**src/rtl/crcd_pkg.sv**
```systemverilog
// Shared types, constants and the CRC16-Modbus byte update for the packet deframer.
package crcd_pkg;

  localparam int unsigned HEADER_BYTES = 23;
  localparam int unsigned CRC_SPAN     = HEADER_BYTES - 2;

  localparam logic [7:0]  START_MARK = 8'h24;
  localparam logic [15:0] CRC_INIT   = 16'hFFFF;
  localparam logic [15:0] CRC_POLY   = 16'hA001;

  // header byte positions
  localparam logic [15:0] IDX_OP      = 16'd1;
  localparam logic [15:0] IDX_LEN_HI  = 16'd2;
  localparam logic [15:0] IDX_LEN_LO  = 16'd3;
  localparam logic [15:0] IDX_CMD_HI  = 16'd17;
  localparam logic [15:0] IDX_CMD_LO  = 16'd18;
  localparam logic [15:0] IDX_PID     = 16'd20;
  localparam logic [15:0] IDX_CRC_LO  = 16'(CRC_SPAN);

  localparam logic [15:0] MAX_LEN_RESET = 16'd487;

  localparam logic KIND_DATA = 1'b0;
  localparam logic KIND_END  = 1'b1;

  typedef enum logic [1:0] {
    PH_HUNT,
    PH_HEAD,
    PH_DATA,
    PH_DCRC
  } phase_t;

  typedef enum logic [1:0] {
    ST_OK,
    ST_HDR_CRC,
    ST_DATA_CRC,
    ST_OVERSIZE
  } status_t;

  typedef struct packed {
    logic        kind;
    logic [7:0]  data_byte;
    logic [7:0]  op_type;
    logic [15:0] command;
    logic [7:0]  packet_id;
    logic [15:0] payload_len;
    status_t     status;
    logic        last;
  } res_t;

  function automatic logic [15:0] crc_feed(input logic [15:0] crc_in, input logic [7:0] b);
    logic [15:0] c;
    c = crc_in ^ {8'h00, b};
    for (int k = 0; k < 8; k++) begin
      c = c[0] ? ((c >> 1) ^ CRC_POLY) : (c >> 1);
    end
    return c;
  endfunction

endpackage

```
**src/rtl/crcd_front.sv**
```systemverilog
// Front end: hunts for the start mark, checks CRCs, captures header fields, emits results.
module crcd_front
  import crcd_pkg::*;
(
  input  logic        clk,
  input  logic        rst,
  input  logic        in_valid,
  input  logic        in_ready,
  input  logic [7:0]  rx_byte,
  input  logic        cfg_valid,
  input  logic [15:0] cfg_data,
  output logic        push,
  output res_t        push_data
);

  phase_t      phase, phase_next;
  logic [15:0] byte_count, byte_count_next;
  logic [15:0] running_crc, running_crc_next;
  logic [7:0]  crc_low_seen, crc_low_seen_next;
  logic [7:0]  held_op, held_op_next;
  logic [15:0] held_len, held_len_next;
  logic [15:0] held_cmd, held_cmd_next;
  logic [7:0]  held_pid, held_pid_next;
  logic [15:0] max_payload_len;

  logic        accept;
  logic [15:0] crc_upd;
  logic [15:0] count_inc;
  logic        crc_match;

  assign accept    = in_valid && in_ready;
  assign crc_upd   = crc_feed(running_crc, rx_byte);
  assign count_inc = byte_count + 16'd1;
  assign crc_match = (crc_low_seen == running_crc[7:0]) && (rx_byte == running_crc[15:8]);

  always_ff @(posedge clk) begin
    if (rst) begin
      phase           <= PH_HUNT;
      byte_count      <= '0;
      running_crc     <= CRC_INIT;
      crc_low_seen    <= '0;
      held_op         <= '0;
      held_len        <= '0;
      held_cmd        <= '0;
      held_pid        <= '0;
      max_payload_len <= MAX_LEN_RESET;
    end else begin
      phase        <= phase_next;
      byte_count   <= byte_count_next;
      running_crc  <= running_crc_next;
      crc_low_seen <= crc_low_seen_next;
      held_op      <= held_op_next;
      held_len     <= held_len_next;
      held_cmd     <= held_cmd_next;
      held_pid     <= held_pid_next;
      if (cfg_valid) begin
        max_payload_len <= cfg_data;
      end
    end
  end

  always_comb begin
    phase_next        = phase;
    byte_count_next   = byte_count;
    running_crc_next  = running_crc;
    crc_low_seen_next = crc_low_seen;
    held_op_next      = held_op;
    held_len_next     = held_len;
    held_cmd_next     = held_cmd;
    held_pid_next     = held_pid;
    push              = 1'b0;
    push_data.kind        = KIND_END;
    push_data.data_byte   = 8'h00;
    push_data.op_type     = held_op;
    push_data.command     = held_cmd;
    push_data.packet_id   = held_pid;
    push_data.payload_len = held_len;
    push_data.status      = ST_OK;
    push_data.last        = 1'b1;

    if (accept) begin
      unique case (phase)
        PH_HUNT: begin
          if (rx_byte == START_MARK) begin
            running_crc_next = crc_feed(CRC_INIT, rx_byte);
            byte_count_next  = 16'd1;
            phase_next       = PH_HEAD;
          end
        end
        PH_HEAD: begin
          byte_count_next = count_inc;
          if (byte_count < IDX_CRC_LO) begin
            running_crc_next = crc_upd;
            unique case (byte_count)
              IDX_OP:     held_op_next  = rx_byte;
              IDX_LEN_HI: held_len_next = {rx_byte, held_len[7:0]};
              IDX_LEN_LO: held_len_next = {held_len[15:8], rx_byte};
              IDX_CMD_HI: held_cmd_next = {rx_byte, held_cmd[7:0]};
              IDX_CMD_LO: held_cmd_next = {held_cmd[15:8], rx_byte};
              IDX_PID:    held_pid_next = rx_byte;
              default:    ;
            endcase
          end else if (byte_count == IDX_CRC_LO) begin
            crc_low_seen_next = rx_byte;
          end else begin
            // CRC high byte closes the header
            phase_next       = PH_HUNT;
            byte_count_next  = '0;
            running_crc_next = CRC_INIT;
            if (!crc_match) begin
              push             = 1'b1;
              push_data.status = ST_HDR_CRC;
            end else if (held_len > max_payload_len) begin
              push             = 1'b1;
              push_data.status = ST_OVERSIZE;
            end else if (held_len == 16'd0) begin
              push = 1'b1;
            end else begin
              phase_next = PH_DATA;
            end
          end
        end
        PH_DATA: begin
          running_crc_next = crc_upd;
          byte_count_next  = count_inc;
          if (count_inc >= held_len) begin
            phase_next      = PH_DCRC;
            byte_count_next = '0;
          end
          push                = 1'b1;
          push_data.kind      = KIND_DATA;
          push_data.data_byte = rx_byte;
          push_data.last      = 1'b0;
        end
        PH_DCRC: begin
          if (byte_count == 16'd0) begin
            crc_low_seen_next = rx_byte;
            byte_count_next   = 16'd1;
          end else begin
            phase_next       = PH_HUNT;
            byte_count_next  = '0;
            running_crc_next = CRC_INIT;
            push             = 1'b1;
            push_data.status = crc_match ? ST_OK : ST_DATA_CRC;
          end
        end
        default: ;
      endcase
    end
  end

`ifndef SYNTH
  a_data_len_nonzero: assert property (@(posedge clk) disable iff (rst)
    phase == PH_DATA |-> (held_len != 16'd0) && (byte_count < held_len))
    else $error("payload phase with empty length or count past length");
`endif

endmodule

```
**src/rtl/crcd_queue.sv**
```systemverilog
// Short result queue between the front end and the output stage.
module crcd_queue
  import crcd_pkg::*;
#(
  parameter int unsigned DEPTH = 4
)
(
  input  logic clk,
  input  logic rst,
  input  logic push,
  input  res_t push_data,
  input  logic pop,
  output logic full,
  output logic not_empty,
  output res_t head
);

  localparam int unsigned AW = (DEPTH > 1) ? $clog2(DEPTH) : 1;
  localparam int unsigned CW = $clog2(DEPTH + 1);

  res_t          entries [DEPTH];
  logic [AW-1:0] wr_ptr, rd_ptr;
  logic [CW-1:0] count;

  assign full      = (count == CW'(DEPTH));
  assign not_empty = (count != '0);
  assign head      = entries[rd_ptr];

  always_ff @(posedge clk) begin
    if (push) begin
      entries[wr_ptr] <= push_data;
    end
  end

  always_ff @(posedge clk) begin
    if (rst) begin
      wr_ptr <= '0;
      rd_ptr <= '0;
      count  <= '0;
    end else begin
      if (push) begin
        wr_ptr <= (wr_ptr == AW'(DEPTH - 1)) ? '0 : wr_ptr + 1'b1;
      end
      if (pop) begin
        rd_ptr <= (rd_ptr == AW'(DEPTH - 1)) ? '0 : rd_ptr + 1'b1;
      end
      case ({push, pop})
        2'b10:   count <= count + 1'b1;
        2'b01:   count <= count - 1'b1;
        default: count <= count;
      endcase
    end
  end

`ifndef SYNTH
  a_no_overflow: assert property (@(posedge clk) disable iff (rst)
    push |-> !full || pop)
    else $error("push into full queue");
  a_no_underflow: assert property (@(posedge clk) disable iff (rst)
    pop |-> not_empty)
    else $error("pop from empty queue");
`endif

endmodule

```
**src/rtl/crcd_back.sv**
```systemverilog
// Output stage: drains the queue into a registered stream beat and packs the fields.
module crcd_back
  import crcd_pkg::*;
(
  input  logic        clk,
  input  logic        rst,
  input  logic        q_not_empty,
  input  res_t        q_head,
  output logic        pop,
  output logic        m_tvalid,
  input  logic        m_tready,
  output logic [63:0] m_tdata,
  output logic        m_tuser,
  output logic        m_tlast
);

  assign pop = q_not_empty && (!m_tvalid || m_tready);

  always_ff @(posedge clk) begin
    if (rst) begin
      m_tvalid <= 1'b0;
    end else if (pop) begin
      m_tvalid <= 1'b1;
    end else if (m_tready) begin
      m_tvalid <= 1'b0;
    end
  end

  always_ff @(posedge clk) begin
    if (pop) begin
      m_tdata <= {6'b000000, q_head.status, q_head.payload_len, q_head.packet_id,
                  q_head.command, q_head.op_type, q_head.data_byte};
      m_tuser <= q_head.kind;
      m_tlast <= q_head.last;
    end
  end

`ifndef SYNTH
  a_last_marks_end: assert property (@(posedge clk) disable iff (rst)
    m_tvalid |-> (m_tlast == (m_tuser == KIND_END)))
    else $error("tlast and kind disagree");
`endif

endmodule

```
**src/rtl/crc_framed_packet_deframer.sv**
```systemverilog
// Top level of the CRC16-Modbus framed packet deframer.
//
// Input stream (s_*): one received byte per beat. Bytes outside a frame are
// dropped until the start mark '$' begins a 23-byte header.
// Output stream (m_*): one beat per payload byte (tuser 0) as it arrives, and
// one frame-end or error beat (tuser 1, tlast 1) carrying the header fields
// and status: ok, header CRC error, data CRC error or oversize.
// Config channel (cfg_*): writes the largest accepted payload length; always
// ready, to be written only while no frame is in flight.
// Throughput: one byte per cycle while the queue is not full, set by the
// combinational bytewise CRC update in the front end. An output beat follows
// the byte that causes it through the queue write, then the output register.
// When the receiver stalls, results collect in the QUEUE_DEPTH-entry queue;
// s_tready drops only once it is full, and rises again as beats drain.
// Reset: synchronous; returns to hunting, empties the queue, drops m_tvalid
// and restores the length limit to 487.
module crc_framed_packet_deframer
  import crcd_pkg::*;
#(
  parameter int unsigned QUEUE_DEPTH = 4
)
(
  input  logic        clk,
  input  logic        rst,
  input  logic        s_tvalid,
  output logic        s_tready,
  input  logic [7:0]  s_tdata,   // [7:0] rx_byte
  output logic        m_tvalid,
  input  logic        m_tready,
  output logic [63:0] m_tdata,   // [7:0] data_byte, [15:8] op_type, [31:16] command,
                                 // [39:32] packet_id, [55:40] payload_len,
                                 // [57:56] status, [63:58] zero
  output logic        m_tuser,   // [0] kind
  output logic        m_tlast,
  input  logic        cfg_valid,
  output logic        cfg_ready,
  input  logic [15:0] cfg_data
);

  logic push, pop, q_full, q_not_empty;
  res_t push_data, q_head;

  assign s_tready  = !q_full;
  assign cfg_ready = 1'b1;

  crcd_front u_front (
    .clk       (clk),
    .rst       (rst),
    .in_valid  (s_tvalid),
    .in_ready  (s_tready),
    .rx_byte   (s_tdata),
    .cfg_valid (cfg_valid),
    .cfg_data  (cfg_data),
    .push      (push),
    .push_data (push_data)
  );

  crcd_queue #(.DEPTH(QUEUE_DEPTH)) u_queue (
    .clk       (clk),
    .rst       (rst),
    .push      (push),
    .push_data (push_data),
    .pop       (pop),
    .full      (q_full),
    .not_empty (q_not_empty),
    .head      (q_head)
  );

  crcd_back u_back (
    .clk         (clk),
    .rst         (rst),
    .q_not_empty (q_not_empty),
    .q_head      (q_head),
    .pop         (pop),
    .m_tvalid    (m_tvalid),
    .m_tready    (m_tready),
    .m_tdata     (m_tdata),
    .m_tuser     (m_tuser),
    .m_tlast     (m_tlast)
  );

endmodule
```
**config.mk**
```make
export PLATFORM = sky130hd
export DESIGN_NAME = crc_framed_packet_deframer
export DESIGN_NICKNAME = d
export VERILOG_FILES = /design/src/rtl/crcd_pkg.sv /design/src/rtl/crcd_front.sv /design/src/rtl/crcd_queue.sv /design/src/rtl/crcd_back.sv /design/src/rtl/crc_framed_packet_deframer.sv
export SDC_FILE = /design/constraint.sdc
export NUM_CORES = 1
export LEC_CHECK = 0
export BUFFER_PORTS_ARGS = -buffer_cell sky130_fd_sc_hd__buf_2
export CORE_ASPECT_RATIO = 2
export CORE_MARGIN = 4
export CORE_UTILIZATION = 47
export CTS_BUF_LIST = sky130_fd_sc_hd__clkbuf_8 sky130_fd_sc_hd__clkbuf_16
export DETAILED_ROUTE_END_ITERATION = 10
export PLACE_DENSITY = 0.64
export SLEW_MARGIN = 40
export SYNTH_ARGS = -nofsm -noshare
export SYNTH_HDL_FRONTEND = slang
export SYNTH_SLANG_ARGS = --single-unit
```
**constraint.sdc**
```tcl
create_clock -name clk -period 5.9 [get_ports clk]
set_input_delay 0.59 -clock clk [delete_from_list [all_inputs] [get_ports clk]]
set_output_delay 0.59 -clock clk [all_outputs]
set_load 0.05 [all_outputs]
```
Word level (Yosys, flattened, before mapping)
Memory sizes are Yosys's and may differ from the RTL's. A register that Yosys moved wholly into a read port is not among the register bits.
Index checks and enable logic that the tools add are counted.
{"block": "word_totals", "in_bits": 29, "out_inout_bits": 69, "ram_bits": 240, "elab_cells": 163, "mem_count": 1, "register_bits": 114}
{"block": "classes", "muxes": 68, "bitwise_logic": 22, "eq_ne": 26, "order_cmp": 3, "reduce_logical": 23, "n_addsub": 5}
{"name": "u_queue.entries", "words": 4, "word_bits": 60, "read_ports": 1, "rd_clocked_by_memory_dff": 1, "wr": 1, "line_no": "crcd_queue.sv:21", "text": "res_t entries [DEPTH];"}
{"cell": "16-bit two-way mux", "n": 24}
{"cell": "16-bit case mux with 4 select lines", "n": 2}
{"cell": "16-bit by 5-bit == test with 1-bit output (second input constant)", "n": 4}
{"cell": "16-bit case mux with 2 select lines", "n": 2}
{"cell": "2-bit NOT with 3-bit output", "n": 16}
{"cell": "16-bit by 2-bit == test with 1-bit output (second input constant)", "n": 2}
{"cell": "16-bit logical NOT", "n": 2}
{"cell": "2-bit two-way mux", "n": 16}
{"cell": "5-bit AND reduction", "n": 5}
{"cell": "8-bit two-way mux", "n": 3}
{"cell": "9-bit two-way mux", "n": 2}
{"cell": "16-bit by 1-bit adder with 16-bit output (second input constant)", "n": 1}
{"cell": "16-bit by 1-bit == test with 1-bit output (second input constant)", "n": 1}
{"cell": "8-bit == test", "n": 2}
{"cell": "16-bit >= comparator", "n": 1}
{"cell": "16-bit greater-than comparator", "n": 1}
{"cell": "16-bit by 5-bit less-than comparator with 1-bit output (second input constant)", "n": 1}
{"cell": "8-bit NOT with 16-bit output", "n": 1}
{"cell": "8-bit case mux with 2 select lines", "n": 1}
{"cell": "16-bit by 8-bit XOR with 16-bit output", "n": 1}
{"cell": "1-bit two-way mux", "n": 13}
{"cell": "4-bit AND reduction", "n": 3}
{"cell": "2-bit == test (second input constant)", "n": 5}
{"cell": "8-bit by 6-bit == test with 1-bit output (second input constant)", "n": 1}
{"cell": "22 further kinds", "n": 37}

Depth between registers and ports, before layout
{"block": "logic_depth", "word_depth": 19, "depth_mapped": 15, "depth_no_buf": 15}

Hierarchy
From an unflattened synthesis, not the netlist that was laid out.
{"block": "unflattened", "cells_unflattened": 1138, "area_unflattened_um2": 17195.2}
{"mod": "crcd_queue", "seq_area_each_um2": 7387.1, "n_inst": 1, "area_each_um2": 9163.8, "cells_each": 358}
{"mod": "crcd_front", "seq_area_each_um2": 2122.0, "n_inst": 1, "area_each_um2": 6110.9, "cells_each": 705}
{"mod": "crcd_back", "seq_area_each_um2": 1821.7, "n_inst": 1, "area_each_um2": 1905.6, "cells_each": 72}
{"mod": "crc_framed_packet_deframer", "seq_area_each_um2": 0.0, "n_inst": 1, "area_each_um2": 15.0, "cells_each": 3}

Worst setup path before layout
No wires, ideal clock.
{"block": "synth_timing", "path_type": "input -> register", "from": "input port m_tready", "to": "register u_queue.count[2]", "path_stages": 8, "setup_time_ps": 70, "n_path_buf": 0, "t_required_ps": 5830, "setup_slack_ps": 491, "arrival_ps": 5339, "path_cell_list": "inv_1 a21oi_1 ha_1 inv_1 fa_1 xor2_1 or3_1 a21oi_1"}
{"block": "synth_via", "elab_chain_cells": 4, "word_cells_on_any_way": 6, "classes_between": "eq/ne: 2; mux: 1; reduce/logical: 3"}
{"element": "start, declared", "line_no": "crc_framed_packet_deframer.sv:29", "text": "input logic m_tready,"}
{"element": "1-bit logical OR (*)", "line_no": "crcd_back.sv:17", "text": "assign pop = q_not_empty && (!m_tvalid || m_tready);"}
{"element": "1-bit logical AND (*)", "line_no": "crcd_back.sv:17"}
{"element": "named net pop", "line_no": "crc_framed_packet_deframer.sv:40", "text": "logic push, pop, q_full, q_not_empty;"}
{"element": "2-bit by 1-bit == test with 1-bit output or 2-bit == test (tied branches)", "line_no": "crcd_queue.sv:47", "text": "case ({push, pop})"}
{"element": "3-bit case mux with 2 select lines or 2-bit nonzero test (tied branches)"}
{"element": "end signal, assigned", "line_no": "crcd_queue.sv:48", "text": "2'b10: count <= count + 1'b1;"}
{"element": "end signal, assigned", "line_no": "crcd_queue.sv:49", "text": "2'b01: count <= count - 1'b1;"}
{"element": "end signal, assigned", "line_no": "crcd_queue.sv:50", "text": "default: count <= count;"}
{"element": "end, declared", "line_no": "crcd_queue.sv:23", "text": "logic [CW-1:0] count;"}
The timed path passes the listed nets; every way through them passes the cells marked *.
A chain may end at the register's enable or synchronous reset.

Final worst setup path
{"block": "layout_timing", "from": "register u_front.byte_count[2]", "to": "register u_front.byte_count[5]"}
{"block": "layout_via", "elab_chain_cells": 4, "word_cells_on_any_way": 8, "classes_between": "add/sub: 1; order compare: 2; eq/ne: 1; mux: 4"}
{"element": "start, declared", "line_no": "crcd_front.sv:17", "text": "logic [15:0] byte_count, byte_count_next;"}
{"element": "start signal, assigned", "line_no": "crcd_front.sv:49", "text": "byte_count <= byte_count_next;"}
{"element": "16-bit by 1-bit adder with 16-bit output or 16-bit by 5-bit == test with 1-bit output (tied branches)", "line_no": "crcd_front.sv:33, crcd_front.sv:103"}
{"element": "16-bit >= comparator or 16-bit two-way mux (tied branches)", "line_no": "crcd_front.sv:126, crcd_front.sv:103"}
{"element": "16-bit two-way mux (on tied branches)", "line_no": "crcd_front.sv:126, crcd_front.sv:92"}
{"element": "16-bit case mux with 4 select lines (*)", "line_no": "crcd_front.sv:82", "text": "unique case (phase)"}
Mark *: on every way between the ends. The rest lies on a longest branch, timed or not.

==> key figures <==
Status
  – Run status: finished clean

STA
  – Hold slack: 0.284 ns
  – Slew Limit Fails: 0
  – Setup TNS Final: 0 ns
  – Achievable clock frequency: 0.260 GHz
  – Final setup viols: 0
  – Worst-margin pin slew: 0.790 ns
  – Final Hold Fails: 0
  – RSZ-0062 raised after global routing: no
  – Crit path time final: 3.84 ns
  – Skew final: 0.0130 ns
  – Rel. slew slack: 0.473
  – Fin crit share: 0.651

Global routing
  – Initial antenna violation count: 1
  – Total global-route track usage: 0.191
  – Vias in the first global route: 10,000
  – Largest net degree at the start of global routing: 69
  – GRT overflow: 0
  – Global-route wire length before repair: 57,800 µm

Clocking
  – Resize count post-CTS: 0
  – Sink Count: 409
  – Root Driver: clkbuf_16
  – CTS tree: built
  – H-tree depth: 2
  – Post-CTS setup buffer count: 0
  – Clock slew at reported path FFs: 0.07 ns
  – CTS hold repair buffers: 0
  – TritonCTS Buffers: 36
  – Clk buf depth: 3
  – Worst-Skew Late Latency: 0.53 ns

Detailed routing
  – First-pass DRT Iterations: 7
  – Routed WL per cell: 21.5 µm
  – Vias/cell: 5.49
  – Vias: 9,498
  – Iter 0 DRT Violations: 580
  – # DRC: 0
  – Drt total wl: 37,100 µm
  – Antenna Nets Post-Route: 0

Floorplanning
  – Die Wd: 142 µm
  – Initial Util: 0.476
  – Top Ports: 98
  – Core box area: 35,700 µm²
  – Die area: 39,400 µm²
  – Num rows: 98
  – Vert. Die Dim: 277 µm

Synthesis
  – Mapped cell area: 17,000 µm²
  – Count of different cell masters after synthesis: 65
  – Mapped Avg Cell Area: 14.5 µm²
  – Top-area cell type share of the netlist area: 0.522
  – Mapped Cells: 1,172
  – Most numerous cell in the Yosys netlist: edfxtp_1
  – Commonest cells in the netlist: edfxtp_1 (295), dfxtp_1 (114), nor2_1 (87)
  – Most common flop cell mapped by yosys: edfxtp_1
  – Register bit total from synthesis: 409
  – Synth warn: 0
  – Synth area leaders: edfxtp_1 (52%), dfxtp_1 (13%), mux4_2 (7.8%), ha_1 (3.5%), mux2i_1 (2.4%)
  – Ys async rst share: 0
  – Register area share after synthesis: 0.656
  – Post-synth EDFFs: 295
  – Largest area contributor in the netlist: edfxtp_1

Finish
  – Layout cells sized above 1: 0.192
  – Multi-input gate area: 5390 µm²
  – Fill cells: 2,950
  – Number of nets in the layout: 1,327
  – Area grow syn2layout: 12.2%
  – Finished Layout Cells: 1,729
  – Register cell area after layout: 11,100 µm²
  – Post-layout util: 0.534

Flow run
  – Max_cap viols: 0

Critical path
  – Critical Setup Path Class: flip-flop to flip-flop
  – CP required: 6.37 ns
  – CP arrival: 4.31 ns
  – CP Launch Type: flip-flop
  – Launch point of the worst reg-to-reg path: u_front.byte_count[2]
  – R2R Setup Slk: 2.06 ns
  – Crit. End Element: flip-flop
  – Worst Path Max Fanout: 12
  – Crit. Startpoint: u_front.byte_count[2]

Pwr
  – Pwr/cell area: 382 nW/µm²
  – Static leakage: 6.65 nW
  – Tot Pwr: 7.28 mW
  – Largest vdd supply drop: 0.305 mV

Place
  – Routability Congestion: 0.912
  – I/O Buffers: 90
  – Placed insts: 1,662
  – Final HPWL DP: 25,500 µm

Hold path
  – Tightest Hold Check Type: input pin to flip-flop
  – Critical hold path startpoint: cfg_data[7]
[logic make-up (layout without fill, tap and decap cells)]
kind of cell / after synthesis / after routing / synth area share
DFF: 409 / 409 / 0.656
and+or+nand+nor: 287 / 287 / 0.0849
AOI/OAI and AO/OA: 145 / 145 / 0.0563
buffers and inverters: 119 / 220 / 0.0310
muxes: 101 / 101 / 0.103
xor gates and xnor gates: 61 / 61 / 0.0323
adders and majority gates: 48 / 48 / 0.0358
other: 2 / 8 / 0.000442
[metal layers]
metal / share of wire / global-route usage
met1: 0.36 / 0.209
met2: 0.57 / 0.364
met3: 0.031 / 0.0199
met4: 0.043 / 0.0837
met5: 0 / 0
[path summary, 6_finish.rpt]
| kind | endpoint | cells after the start |
|---|---|---|
| min | u_front.max_payload_len[7] | 3 |
| min reg2reg | u_front.crc_low_seen[6] | 2 |
| max | u_front.byte_count[5] | 12 |
| max reg2reg | u_front.byte_count[5] | 12 |
[per-stage QoR]
stage	setup WS, ns	instance area [µm²]
floorplan	0.491	17000
global placement	2.05	17800
detailed placement	1.94	17800
CTS	2.05	19000
global route	1.71	19000
finish	2.06	19000
[registers in the layout (all words and copies together), names as in the netlist, 8 cells and up, named ones only]
register,cells
u_front.held_op,8
u_front.crc_low_seen,8
u_back.m_tdata,58
u_front.held_pid,8
u_front.byte_count,16
u_front.max_payload_len,16
u_front.held_len,16
u_queue.entries,236
u_front.held_cmd,16
u_front.running_crc,16
[cell usage in the layout, fill, tap and decap left out, drive strengths merged, types with 14 or more instances in the layout]
cell type / Yosys / layout
a21oi: 55 / 55
buf: 38 / 101
clkbuf: 28 / 46
dfxtp: 114 / 114
edfxtp: 295 / 295
ha: 47 / 47
inv: 53 / 64
mux2i: 41 / 41
mux4: 59 / 59
nand2: 67 / 67
nand3: 39 / 39
nand4: 15 / 15
nor2: 88 / 88
nor3: 14 / 14
o21ai: 24 / 24
xnor2: 42 / 42
xor2: 18 / 18
[layout make-up]
| type | count | area share |
|---|---|---|
| clock buffer | 46 | 0.0563 |
| antenna | 1 | 0.000131 |
| multi-input combinational | 649 | 0.283 |
| timing repair buffer | 101 | 0.0282 |
| clock inverter | 20 | 0.00729 |
| inverter | 53 | 0.0104 |
| sequential | 409 | 0.585 |
| tap | 450 | 0.0296 |
[power breakdown]
part / switching [mW] / internal, mW
Sequential: 0.0781 / 3.35
Clock: 1.04 / 1.34
Combinational: 1.07 / 0.409
Total: 2.18 / 5.10
[worst max-delay path: stages, from the launching register on]
cell and delay [ns]:
dfxtp_1 0.59, and3_1 0.26, and2_1 0.26, nand3_1 0.13
xnor2_1 0.23, ha_1 0.28, a21o_1 0.18, a21o_1 0.17
a21oi_1 0.33, o211ai_1 0.22, a2111o_1 0.57, nand2_1 0.36
a22o_1 0.20
Power figures use the tool's default switching activity.
